==> src/hw/rtl/ssr_pkg.sv <==
// shared types and constants for the servo slew ramp bank
// no dependencies; imported by the controller, datapath, top level and checker
package ssr_pkg;

  localparam int NUM_SERVOS = 8;
  localparam int ID_W       = 3;
  localparam int ANGLE_W    = 8;
  localparam int PERIOD_W   = 10;
  localparam int KIND_W     = 2;

  localparam int IN_DATA_W  = 24;
  localparam int OUT_DATA_W = 16;

  localparam logic [ANGLE_W-1:0] MID_ANGLE = ANGLE_W'(90);
  localparam logic [ANGLE_W-1:0] MAX_ANGLE = ANGLE_W'(180);

  // command kinds carried on the input tuser
  localparam logic [KIND_W-1:0] KIND_ATTACH = 2'd0;
  localparam logic [KIND_W-1:0] KIND_RAMP   = 2'd1;
  localparam logic [KIND_W-1:0] KIND_TICK   = 2'd2;

  // controller to datapath commands
  typedef struct packed {
    logic ld_item;
    logic do_ramp;
    logic do_attach;
    logic do_visit;
    logic idx_clr;
  } ssr_cmd_t;

  // datapath to controller status
  typedef struct packed {
    logic [KIND_W-1:0] in_kind;
    logic              in_id_ok;
    logic              out_free;
    logic              step_here;
    logic              idx_last;
  } ssr_sts_t;

  function automatic logic [ANGLE_W-1:0] clamp_angle(input logic [ANGLE_W-1:0] a);
    return (a > MAX_ANGLE) ? MAX_ANGLE : a;
  endfunction

  function automatic logic id_valid(input logic [ID_W-1:0] id);
    return ({1'b0, id} < (ID_W+1)'(NUM_SERVOS));
  endfunction

endpackage

==> src/hw/rtl/ssr_dp.sv <==
// datapath: per-servo state registers, sweep index and output register
// depends on ssr_pkg; driven by ssr_ctrl through ssr_cmd_t
module ssr_dp (
  input  logic                           clk,
  input  logic                           rst,
  input  logic [ssr_pkg::IN_DATA_W-1:0]  s_tdata,   // servo_id, angle, step_period
  input  logic [ssr_pkg::KIND_W-1:0]     s_tuser,   // kind
  input  ssr_pkg::ssr_cmd_t              cmd,
  output ssr_pkg::ssr_sts_t              sts,
  output logic                           m_tvalid,
  input  logic                           m_tready,
  output logic [ssr_pkg::OUT_DATA_W-1:0] m_tdata,   // move_servo, move_angle
  output logic                           m_tlast    // last_move
);
  import ssr_pkg::*;

  logic [ANGLE_W-1:0]  current_angle [NUM_SERVOS];
  logic [ANGLE_W-1:0]  target_angle  [NUM_SERVOS];
  logic                ramping       [NUM_SERVOS];
  logic [PERIOD_W-1:0] wait_left     [NUM_SERVOS];
  logic [PERIOD_W-1:0] ramp_period   [NUM_SERVOS];

  logic [ID_W-1:0]     idx;
  logic [ID_W-1:0]     item_id;
  logic [ANGLE_W-1:0]  item_angle;

  logic [ID_W-1:0]     in_id;
  logic [ANGLE_W-1:0]  in_angle;
  logic [PERIOD_W-1:0] in_period_raw;
  logic [PERIOD_W-1:0] in_period;

  logic [ANGLE_W-1:0]  cur;
  logic [ANGLE_W-1:0]  tgt;
  logic [ANGLE_W-1:0]  new_angle;
  logic                step_here;
  logic                later_step;
  logic                out_free;

  // input field unpacking with angle clamp and zero-period repair
  assign in_id         = s_tdata[ID_W-1:0];
  assign in_angle      = clamp_angle(s_tdata[ID_W+ANGLE_W-1:ID_W]);
  assign in_period_raw = s_tdata[ID_W+ANGLE_W+PERIOD_W-1:ID_W+ANGLE_W];
  assign in_period     = (in_period_raw == '0) ? PERIOD_W'(1) : in_period_raw;

  // servo under the sweep index
  assign cur       = current_angle[idx];
  assign tgt       = target_angle[idx];
  assign step_here = ramping[idx] && (wait_left[idx] == '0);

  always_comb begin
    if (tgt > cur) begin
      new_angle = cur + ANGLE_W'(1);
    end else if (cur != '0) begin
      new_angle = cur - ANGLE_W'(1);
    end else begin
      new_angle = cur;
    end
  end

  // any higher-numbered servo that will step on this tick
  always_comb begin
    later_step = 1'b0;
    for (int j = 0; j < NUM_SERVOS; j++) begin
      if ((ID_W'(j) > idx) && ramping[j] && (wait_left[j] == '0)) begin
        later_step = 1'b1;
      end
    end
  end

  assign out_free = !m_tvalid || m_tready;

  assign sts.in_kind   = s_tuser;
  assign sts.in_id_ok  = id_valid(in_id);
  assign sts.out_free  = out_free;
  assign sts.step_here = step_here;
  assign sts.idx_last  = (idx == ID_W'(NUM_SERVOS - 1));

  // latched attach item
  always_ff @(posedge clk) begin
    if (cmd.ld_item) begin
      item_id    <= in_id;
      item_angle <= in_angle;
    end
  end

  // sweep index
  always_ff @(posedge clk) begin
    if (rst) begin
      idx <= '0;
    end else if (cmd.idx_clr) begin
      idx <= '0;
    end else if (cmd.do_visit) begin
      idx <= idx + ID_W'(1);
    end
  end

  // angle, ramp flag and wait counter per servo
  always_ff @(posedge clk) begin
    if (rst) begin
      for (int i = 0; i < NUM_SERVOS; i++) begin
        current_angle[i] <= MID_ANGLE;
        ramping[i]       <= 1'b0;
        wait_left[i]     <= '0;
      end
    end else if (cmd.do_ramp) begin
      wait_left[in_id] <= '0;
      ramping[in_id]   <= (in_angle != current_angle[in_id]);
    end else if (cmd.do_attach) begin
      current_angle[item_id] <= item_angle;
      ramping[item_id]       <= 1'b0;
    end else if (cmd.do_visit && ramping[idx]) begin
      if (wait_left[idx] != '0) begin
        wait_left[idx] <= wait_left[idx] - PERIOD_W'(1);
      end else begin
        current_angle[idx] <= new_angle;
        if (new_angle == tgt) begin
          ramping[idx] <= 1'b0;
        end else begin
          wait_left[idx] <= ramp_period[idx] - PERIOD_W'(1);
        end
      end
    end
  end

  // ramp target and period, written by ramp commands only
  always_ff @(posedge clk) begin
    if (cmd.do_ramp) begin
      target_angle[in_id] <= in_angle;
      ramp_period[in_id]  <= in_period;
    end
  end

  // output register valid
  always_ff @(posedge clk) begin
    if (rst) begin
      m_tvalid <= 1'b0;
    end else if (cmd.do_attach || (cmd.do_visit && step_here)) begin
      m_tvalid <= 1'b1;
    end else if (m_tready) begin
      m_tvalid <= 1'b0;
    end
  end

  // output register payload
  always_ff @(posedge clk) begin
    if (cmd.do_attach) begin
      m_tdata <= OUT_DATA_W'({item_angle, item_id});
      m_tlast <= 1'b1;
    end else if (cmd.do_visit && step_here) begin
      m_tdata <= OUT_DATA_W'({new_angle, idx});
      m_tlast <= !later_step;
    end
  end

endmodule

==> src/hw/rtl/ssr_ctrl.sv <==
// controller: accepts commands and sequences attach writes and tick sweeps
// depends on ssr_pkg; drives ssr_dp through ssr_cmd_t
module ssr_ctrl (
  input  logic              clk,
  input  logic              rst,
  input  logic              s_tvalid,
  output logic              s_tready,
  input  ssr_pkg::ssr_sts_t sts,
  output ssr_pkg::ssr_cmd_t cmd
);
  import ssr_pkg::*;

  typedef enum logic [1:0] {
    ST_IDLE,
    ST_ATTACH,
    ST_SWEEP
  } state_t;

  state_t state;
  logic   accept;
  logic   visit;

  assign s_tready = (state == ST_IDLE);
  assign accept   = s_tvalid && s_tready;
  // a stepping servo waits for room in the output register
  assign visit    = (state == ST_SWEEP) && (!sts.step_here || sts.out_free);

  // command decode
  always_comb begin
    cmd           = '0;
    cmd.ld_item   = accept;
    cmd.do_ramp   = accept && (sts.in_kind == KIND_RAMP) && sts.in_id_ok;
    cmd.idx_clr   = accept && (sts.in_kind == KIND_TICK);
    cmd.do_attach = (state == ST_ATTACH) && sts.out_free;
    cmd.do_visit  = visit;
  end

  // state register
  always_ff @(posedge clk) begin
    if (rst) begin
      state <= ST_IDLE;
    end else begin
      case (state)
        ST_IDLE: begin
          if (accept) begin
            if ((sts.in_kind == KIND_ATTACH) && sts.in_id_ok) begin
              state <= ST_ATTACH;
            end else if (sts.in_kind == KIND_TICK) begin
              state <= ST_SWEEP;
            end
          end
        end
        ST_ATTACH: begin
          if (sts.out_free) begin
            state <= ST_IDLE;
          end
        end
        ST_SWEEP: begin
          if (visit && sts.idx_last) begin
            state <= ST_IDLE;
          end
        end
        default: begin
          state <= ST_IDLE;
        end
      endcase
    end
  end

endmodule

==> src/hw/rtl/servo_slew_ramp_bank.sv <==
// top level of the servo slew ramp bank: controller plus datapath
// depends on ssr_pkg, ssr_ctrl and ssr_dp
//
// channel | dir | tdata bits                                   | tuser | tlast
// s_*     | in  | [2:0] servo_id [10:3] angle [20:11] step_per | kind  | -
// m_*     | out | [2:0] move_servo [10:3] move_angle           | -     | last_move
//
// a ramp command completes in its accepting cycle; an attach then writes its
// move from the attach state once the output register has room
// a tick sweeps all eight servos one per cycle through the shared step logic,
// pausing on a stepping servo while the output register is back-pressured
// one command is in work at a time; s_tready is high only while idle
// synchronous reset puts every servo at 90 degrees with no ramp running
module servo_slew_ramp_bank (
  input  logic                           clk,
  input  logic                           rst,
  input  logic                           s_tvalid,
  output logic                           s_tready,
  input  logic [ssr_pkg::IN_DATA_W-1:0]  s_tdata,   // servo_id, angle, step_period
  input  logic [ssr_pkg::KIND_W-1:0]     s_tuser,   // kind
  output logic                           m_tvalid,
  input  logic                           m_tready,
  output logic [ssr_pkg::OUT_DATA_W-1:0] m_tdata,   // move_servo, move_angle
  output logic                           m_tlast    // last_move
);
  import ssr_pkg::*;

  ssr_cmd_t cmd;
  ssr_sts_t sts;

  // sequencing
  ssr_ctrl u_ctrl (
    .clk      (clk),
    .rst      (rst),
    .s_tvalid (s_tvalid),
    .s_tready (s_tready),
    .sts      (sts),
    .cmd      (cmd)
  );

  // servo state and output register
  ssr_dp u_dp (
    .clk      (clk),
    .rst      (rst),
    .s_tdata  (s_tdata),
    .s_tuser  (s_tuser),
    .cmd      (cmd),
    .sts      (sts),
    .m_tvalid (m_tvalid),
    .m_tready (m_tready),
    .m_tdata  (m_tdata),
    .m_tlast  (m_tlast)
  );

endmodule

==> config.mk <==
export PLATFORM = sky130hd
export DESIGN_NAME = servo_slew_ramp_bank
export DESIGN_NICKNAME = d
export VERILOG_FILES = /design/src/hw/rtl/ssr_pkg.sv /design/src/hw/rtl/ssr_dp.sv /design/src/hw/rtl/ssr_ctrl.sv /design/src/hw/rtl/servo_slew_ramp_bank.sv
export SDC_FILE = /design/constraint.sdc
export NUM_CORES = 1
export LEC_CHECK = 0
export BUFFER_PORTS_ARGS = -buffer_cell sky130_fd_sc_hd__buf_2
export CORE_ASPECT_RATIO = 0.5
export CORE_UTILIZATION = 35
export DETAILED_ROUTE_END_ITERATION = 8
export PLACE_DENSITY_LB_ADDON = 0.12
export SYNTH_ARGS = -nofsm -noshare
export SYNTH_HDL_FRONTEND = slang
export SYNTH_SLANG_ARGS = --single-unit
==> constraint.sdc <==
create_clock -name clk -period 6.74 [get_ports clk]
set_input_delay 1.011 -clock clk [delete_from_list [all_inputs] [get_ports clk]]
set_output_delay 1.011 -clock clk [all_outputs]
set_load 0.005 [all_outputs]
## Word level (Yosys, flattened, before mapping)

Memories as Yosys holds them, arrays and structs flattened. A register that Yosys moved wholly into a read port is not among the register bits.
Cells that the tools add are included.

- Register bits: 29
- Memory bits (writable): 296
- Input bits: 30
- Memories kept: 5

Memory list:

| memory | depth | width | rd ports | clocked after Yosys merged registers in | write ports | RTL line | RTL |
|---|---|---|---|---|---|---|---|
| u_dp.ramp_period | 8 | 10 | 1 | 1 | 1 | ssr_dp.sv:21 | `logic [PERIOD_W-1:0] ramp_period [NUM_SERVOS];` |
| u_dp.wait_left | 8 | 10 | 9 | 1 | 8 | ssr_dp.sv:20 | `logic [PERIOD_W-1:0] wait_left [NUM_SERVOS];` |
| u_dp.current_angle | 8 | 8 | 2 | 1 | 8 | ssr_dp.sv:17 | `logic [ANGLE_W-1:0] current_angle [NUM_SERVOS];` |
| u_dp.target_angle | 8 | 8 | 1 | 1 | 1 | ssr_dp.sv:18 | `logic [ANGLE_W-1:0] target_angle [NUM_SERVOS];` |
| u_dp.ramping | 8 | 1 | 9 | 1 | 8 | ssr_dp.sv:19 | `logic ramping [NUM_SERVOS];` |

- $add $sub $neg: 5
- Order comparisons: 10
- Eq/ne operators: 11
- Mux-type cells: 90
- Bitwise logic cells: 1
- Reduce and logical (&&, ||, !) cells: 56

Operators by type and width:

| cell | number |
|---|---|
| logical NOT 10 bit | 10 |
| two-way mux 1 bit | 56 |
| two-way mux 3 bit | 17 |
| two-way mux 10 bit | 4 |
| two-way mux 8 bit | 5 |
| logical AND 1 bit | 25 |
| two-way mux 11 bit | 2 |
| OR reduction 10 bit | 2 |
| subtractor 10 x 1 -> 10 bit (second input constant) | 2 |
| OR reduction 8 bit | 2 |
| > comparator 3 bit (first input constant) | 4 |
| two-way mux 2 bit | 5 |
| nonzero test 10 bit | 1 |
| adder 8 x 1 -> 8 bit (second input constant) | 1 |
| equality test 8 bit | 1 |
| > comparator 8 bit | 1 |
| > comparator 8 bit (second input constant) | 1 |
| != test 8 bit | 1 |
| nonzero test 8 bit | 1 |
| subtractor 8 x 1 -> 8 bit (second input constant) | 1 |
| > comparator 1 x 3 -> 1 bit (first input constant) | 2 |
| > comparator 2 x 3 -> 1 bit (first input constant) | 2 |
| case mux 2 bit (3 select lines) | 1 |
| equality test 2 x 1 -> 1 bit (second input constant) | 2 |
| other kinds (14) | 24 |

## Depth between registers and ports, before layout

- Depth after elaboration: 14
- Gate-level depth with buffers: 28

## Modules after synthesis

From an unflattened synthesis, not the netlist that was laid out.

- Cell total of the unflattened synthesis: 1,229
- Area total of the unflattened synthesis: 16,489.6 um2

By module, submodules not included:

| module | instances | cells an instance | area an instance (um2) | sequential area each (um2) |
|---|---|---|---|---|
| ssr_dp | 1 | 1,210 | 16,326.9 | 9,709.3 |
| ssr_ctrl | 1 | 19 | 162.7 | 40.0 |

## Least setup slack after synthesis

Ideal clock, no wire load.

- Kind: flip-flop to flip-flop
- Start: register (tool-made name)
- End: memory u_dp.wait_left[7][8] (data pin)
- Arrival time: 5.794 ns
- Path slack: 0.796 ns
- Stages on the path, launching flop included: 26
- Clock period less this slack: 5.944 ns
- Path through: dfxtp_1 > buf_6 > buf_6 > buf_2 > buf_2 > mux4_2 > mux2_2 > ha_1 > nand4_1 > nor2_1 > a211oi_1 > nor2_1 > a41o_1 > a21o_1 > xnor2_1 > nand4_4 > nor2_8 > nor2_1 > a221oi_1 > ha_1 > o21a_1 > and2_1 > nand2_1 > or4_1 > buf_2 > a21oi_1

RTL lines:

| element | RTL line |
|---|---|
| to (decl) | ssr_dp.sv:20 |

==> flow_summary.ini <==
[synthesis]
synth_top_family_by_area = multiplexers
synth_top_area_share_pct = 58.6
yosys.area_share.adder_pct = 1.23
ys_async_sr_fraction_pct = 0
synthFlopType = edfxtp_1
yosys_warnings = 0
synth.area.top_cells = edfxtp_1 (59%), mux4_2 (12%), nor2_1 (3.3%)
synth_edf_count = 318
yosysTopAreaCell = edfxtp_1
synth-compound-area-share_pct = 7.24
netlist_area_um2 = 16300
synthXorXnorAreaFrac_pct = 1.18
synth.area.mux_share_pct = 15.8
synthCells = 1162
syn_area_per_cell_um2 = 14.0
ys_types = 90
synth-simple-area-share_pct = 12.2
ys_ff_latch = 328
ys_seq_area_share_pct = 59.9

[critical_path]
crit_type = reg2reg
slowest_delay_ns = 0.59
worst_ep_required_time_ns = 7.11
r2r_end = u_dp.wait_left[7][8]$_SDFFCE_PN0P_
critPathMaxFanout = 12
cp_cell_sequence = buf_4, mux4_2, mux2_4, inv_2, ha_1, nand4_1, nor2_1, a211oi_1, nor2_2, a41o_1, a21o_1, xnor2_1, nand4_4, nor2_8, nor2_1, a221oi_1, ha_1, o21a_1, and2_1, nand2_1, or4_4, a21oi_1
critPathSlowestCell = or4_4
reg2reg_depth = 22
setup.worst_path.start_class = flop
reg2reg_slack_ns = 0.52
setup.worst_path.end_class = flop
arrival_ns = 6.59

[layout]
design_area_um2 = 18500
syn_to_final_growth_pct = 13.4
layout_common_cells = edfxtp_1 (318), nor2_1 (134), mux4_2 (90)
finish.net_count = 1262
drive_gt1_share_pct = 23.8
final_common_cell = edfxtp_1
diodes = 0

[die]
rows = 55
initial_utilization_pct = 35.7
die_area_um2 = 47400
die_height_um = 155
io_pins = 49
die_w_um = 307
core_um2 = 45600

[power_and_ir_drop]
switchingPower_uw = 1090
combPwrFrac_pct = 7.7
powerDensity_nw_per_um2 = 250
swShare_pct = 23.5
p_int_uw = 3540
ir_drop_v = 0.000133
clkPwrFrac_pct = 42.4
seqPwrFrac_pct = 49.9
p_leak_uw = 0.00582

[placed_design]
portBuffers = 40
placed_area_um2 = 17300
hpwl_um = 32400
gp_congestion = 0.861

[timing]
clock.fmax_mhz = 161
final_hold_viol_count = 0
grt_setup_unrepaired = false
period_share_pct = 92.2
fin_skew_ns = 0.0130
maxSlewHeadroom_pct = 36.8
setup_viol = 0
fin_setup_tns_ns = 0
final_max_slew_viol_count = 0
worstMarginPinSlew_ns = 0.948
fin_crit_ns = 6.22

[routing]
vias = 10382
wl_per_cell_um = 24.7
drc_errors = 0
drt_iter0_markers = 895
viasPerCell = 5.56
drtPass1Iterations = 5
postRouteAntennaNets = 0
drt_wl_total_um = 46100

[cts]
clock_path_buffers = 3
h-tree-depth = 2
cts_tree = yes
cts_made_buffers = 34
clock-root-buffer = clkbuf_16
path_clk_slew_ns = 0.06
worstSkewPairLatency_ns = 0.53
cts.sinks = 328

[global_route]
track_usage_pct = 19.6
grt_pass1_wl_um = 68500
grt_max_degree = 43
grt_pass1_vias = 10659
grt_overflow = 0
antenna_found_initial = 0

[job]
max-cap-violations = 0

[min_path]
hp-start = u_ctrl.state[1]$_SDFFE_PP0P_
holdPathEnd = u_ctrl.state[0]$_SDFFE_PP0P_
min_path_cells = 1
hp-class = reg2reg

[run_status]
status = complete, no violations
## cells by family after synthesis
logic type,Yosys count
other cells,1
mux,139
flops,328
fa+ha+maj,16
buf+inv,88
simple gates,396
compound gates,173
xor+xnor,21
## per-layer routing
layer | part of all wire, % | track usage [%]
met1 | 46 | 27.8
met2 | 47 | 31.7
met3 | 5.8 | 3.77
met4 | 1.1 | 2.94
met5 | 0 | 0
## worst max-delay path by stage
stage | slack (ns) | cells after the start | end
final | 0.52 | 22 | u_dp.wait_left[7][8]$_SDFFCE_PN0P_
after global routing | 0.14 | 22 | u_dp.wait_left[1][8]$_SDFFCE_PN0P_
after CTS | 0.07 | 21 | u_dp.wait_left[7][8]$_SDFFCE_PN0P_
after detailed placement | 0.09 | 21 | u_dp.wait_left[7][8]$_SDFFCE_PN0P_
after global placement | 0.25 | 21 | u_dp.wait_left[0][8]$_SDFFCE_PN0P_
after floorplan | 0.80 | 25 | u_dp.wait_left[7][8]$_SDFFCE_PN0P_
## through the flow
stage / util, % / power [µW] / hold slack (ns) / setup slack [ns] / std cells
finish: 40.5 / 4620 / 0.487 / 0.523 / 1868
CTS: 40.5 / 4660 / 0.488 / 0.0685 / 1868
global route: 40.5 / 4770 / 0.523 / 0.142 / 1868
detailed placement: 38.0 / 2710 / 0.473 / 0.0896 / 1807
floorplan: - / 2580 / 0.447 / 0.796 / 1166
global placement: 38.0 / 2700 / 0.469 / 0.248 / 1807
## registers in the layout (all words and copies together), names as in the netlist, named ones only
signal and count:
u_dp.m_tdata 11, u_dp.item_angle 8, u_dp.wait_left 80, u_ctrl.state 2
u_dp.ramping 8, u_dp.ramp_period 80, u_dp.target_angle 64, u_dp.current_angle 64
u_dp.item_id 3, u_dp.m_tvalid 1, u_dp.idx 3, u_dp.m_tlast 1
## power groups by stage
stage	clock (µW)	combinational [µW]	sequential, µW
floorplan	0	240	2330
global placement	0	351	2350
detailed placement	0	356	2350
CTS	1990	358	2310
global route	2070	386	2310
finish	1960	357	2310
## critical path, delay by kind of cell (launching register included)
family	cells	cell delay, ns
AOI/OAI and AO/OA	6	1.51
xor gates and xnor gates	1	0.30
adders and majority gates	2	0.50
buffers and inverters	2	0.42
DFF	1	0.50
muxes	2	0.92
and+or+nand+nor	9	1.87
## timing repair
action	4_1_cts	5_1_grt
resized for setup	0	4
setup endpoints to repair	0	16
buffers inserted	0	0
hold buffers	0	0
## synthesized netlist by cell type, drive strengths merged, types with 4 or more instances
cell type / count
a211oi: 5
a21boi: 4
a21o: 8
a21oi: 50
a31oi: 14
a32oi: 5
and2: 10
buf: 33
clkbuf: 37
dfxtp: 10
edfxtp: 318
ha: 16
inv: 17
mux2: 18
mux2i: 31
mux4: 90
nand2: 74
nand2b: 30
nand3: 27
nand4: 6
nor2: 144
nor2b: 12
nor3: 36
nor4: 19
nor4b: 10
o211ai: 4
o21a: 4
o21ai: 28
o21bai: 5
o22ai: 8
o31ai: 6
or2: 11
or3: 4
xnor2: 14
xor2: 7
## layout make-up
class	instances	area (µm²)
multi-input cells	750	6180
clock buffers	40	873
fillers	4316	27100
clock inverters	21	259
well taps	627	785
repair buffers	84	543
inverters	18	67.6
flip-flops and latches	328	9760
Note: power is estimated with default switching activity, not from simulation.
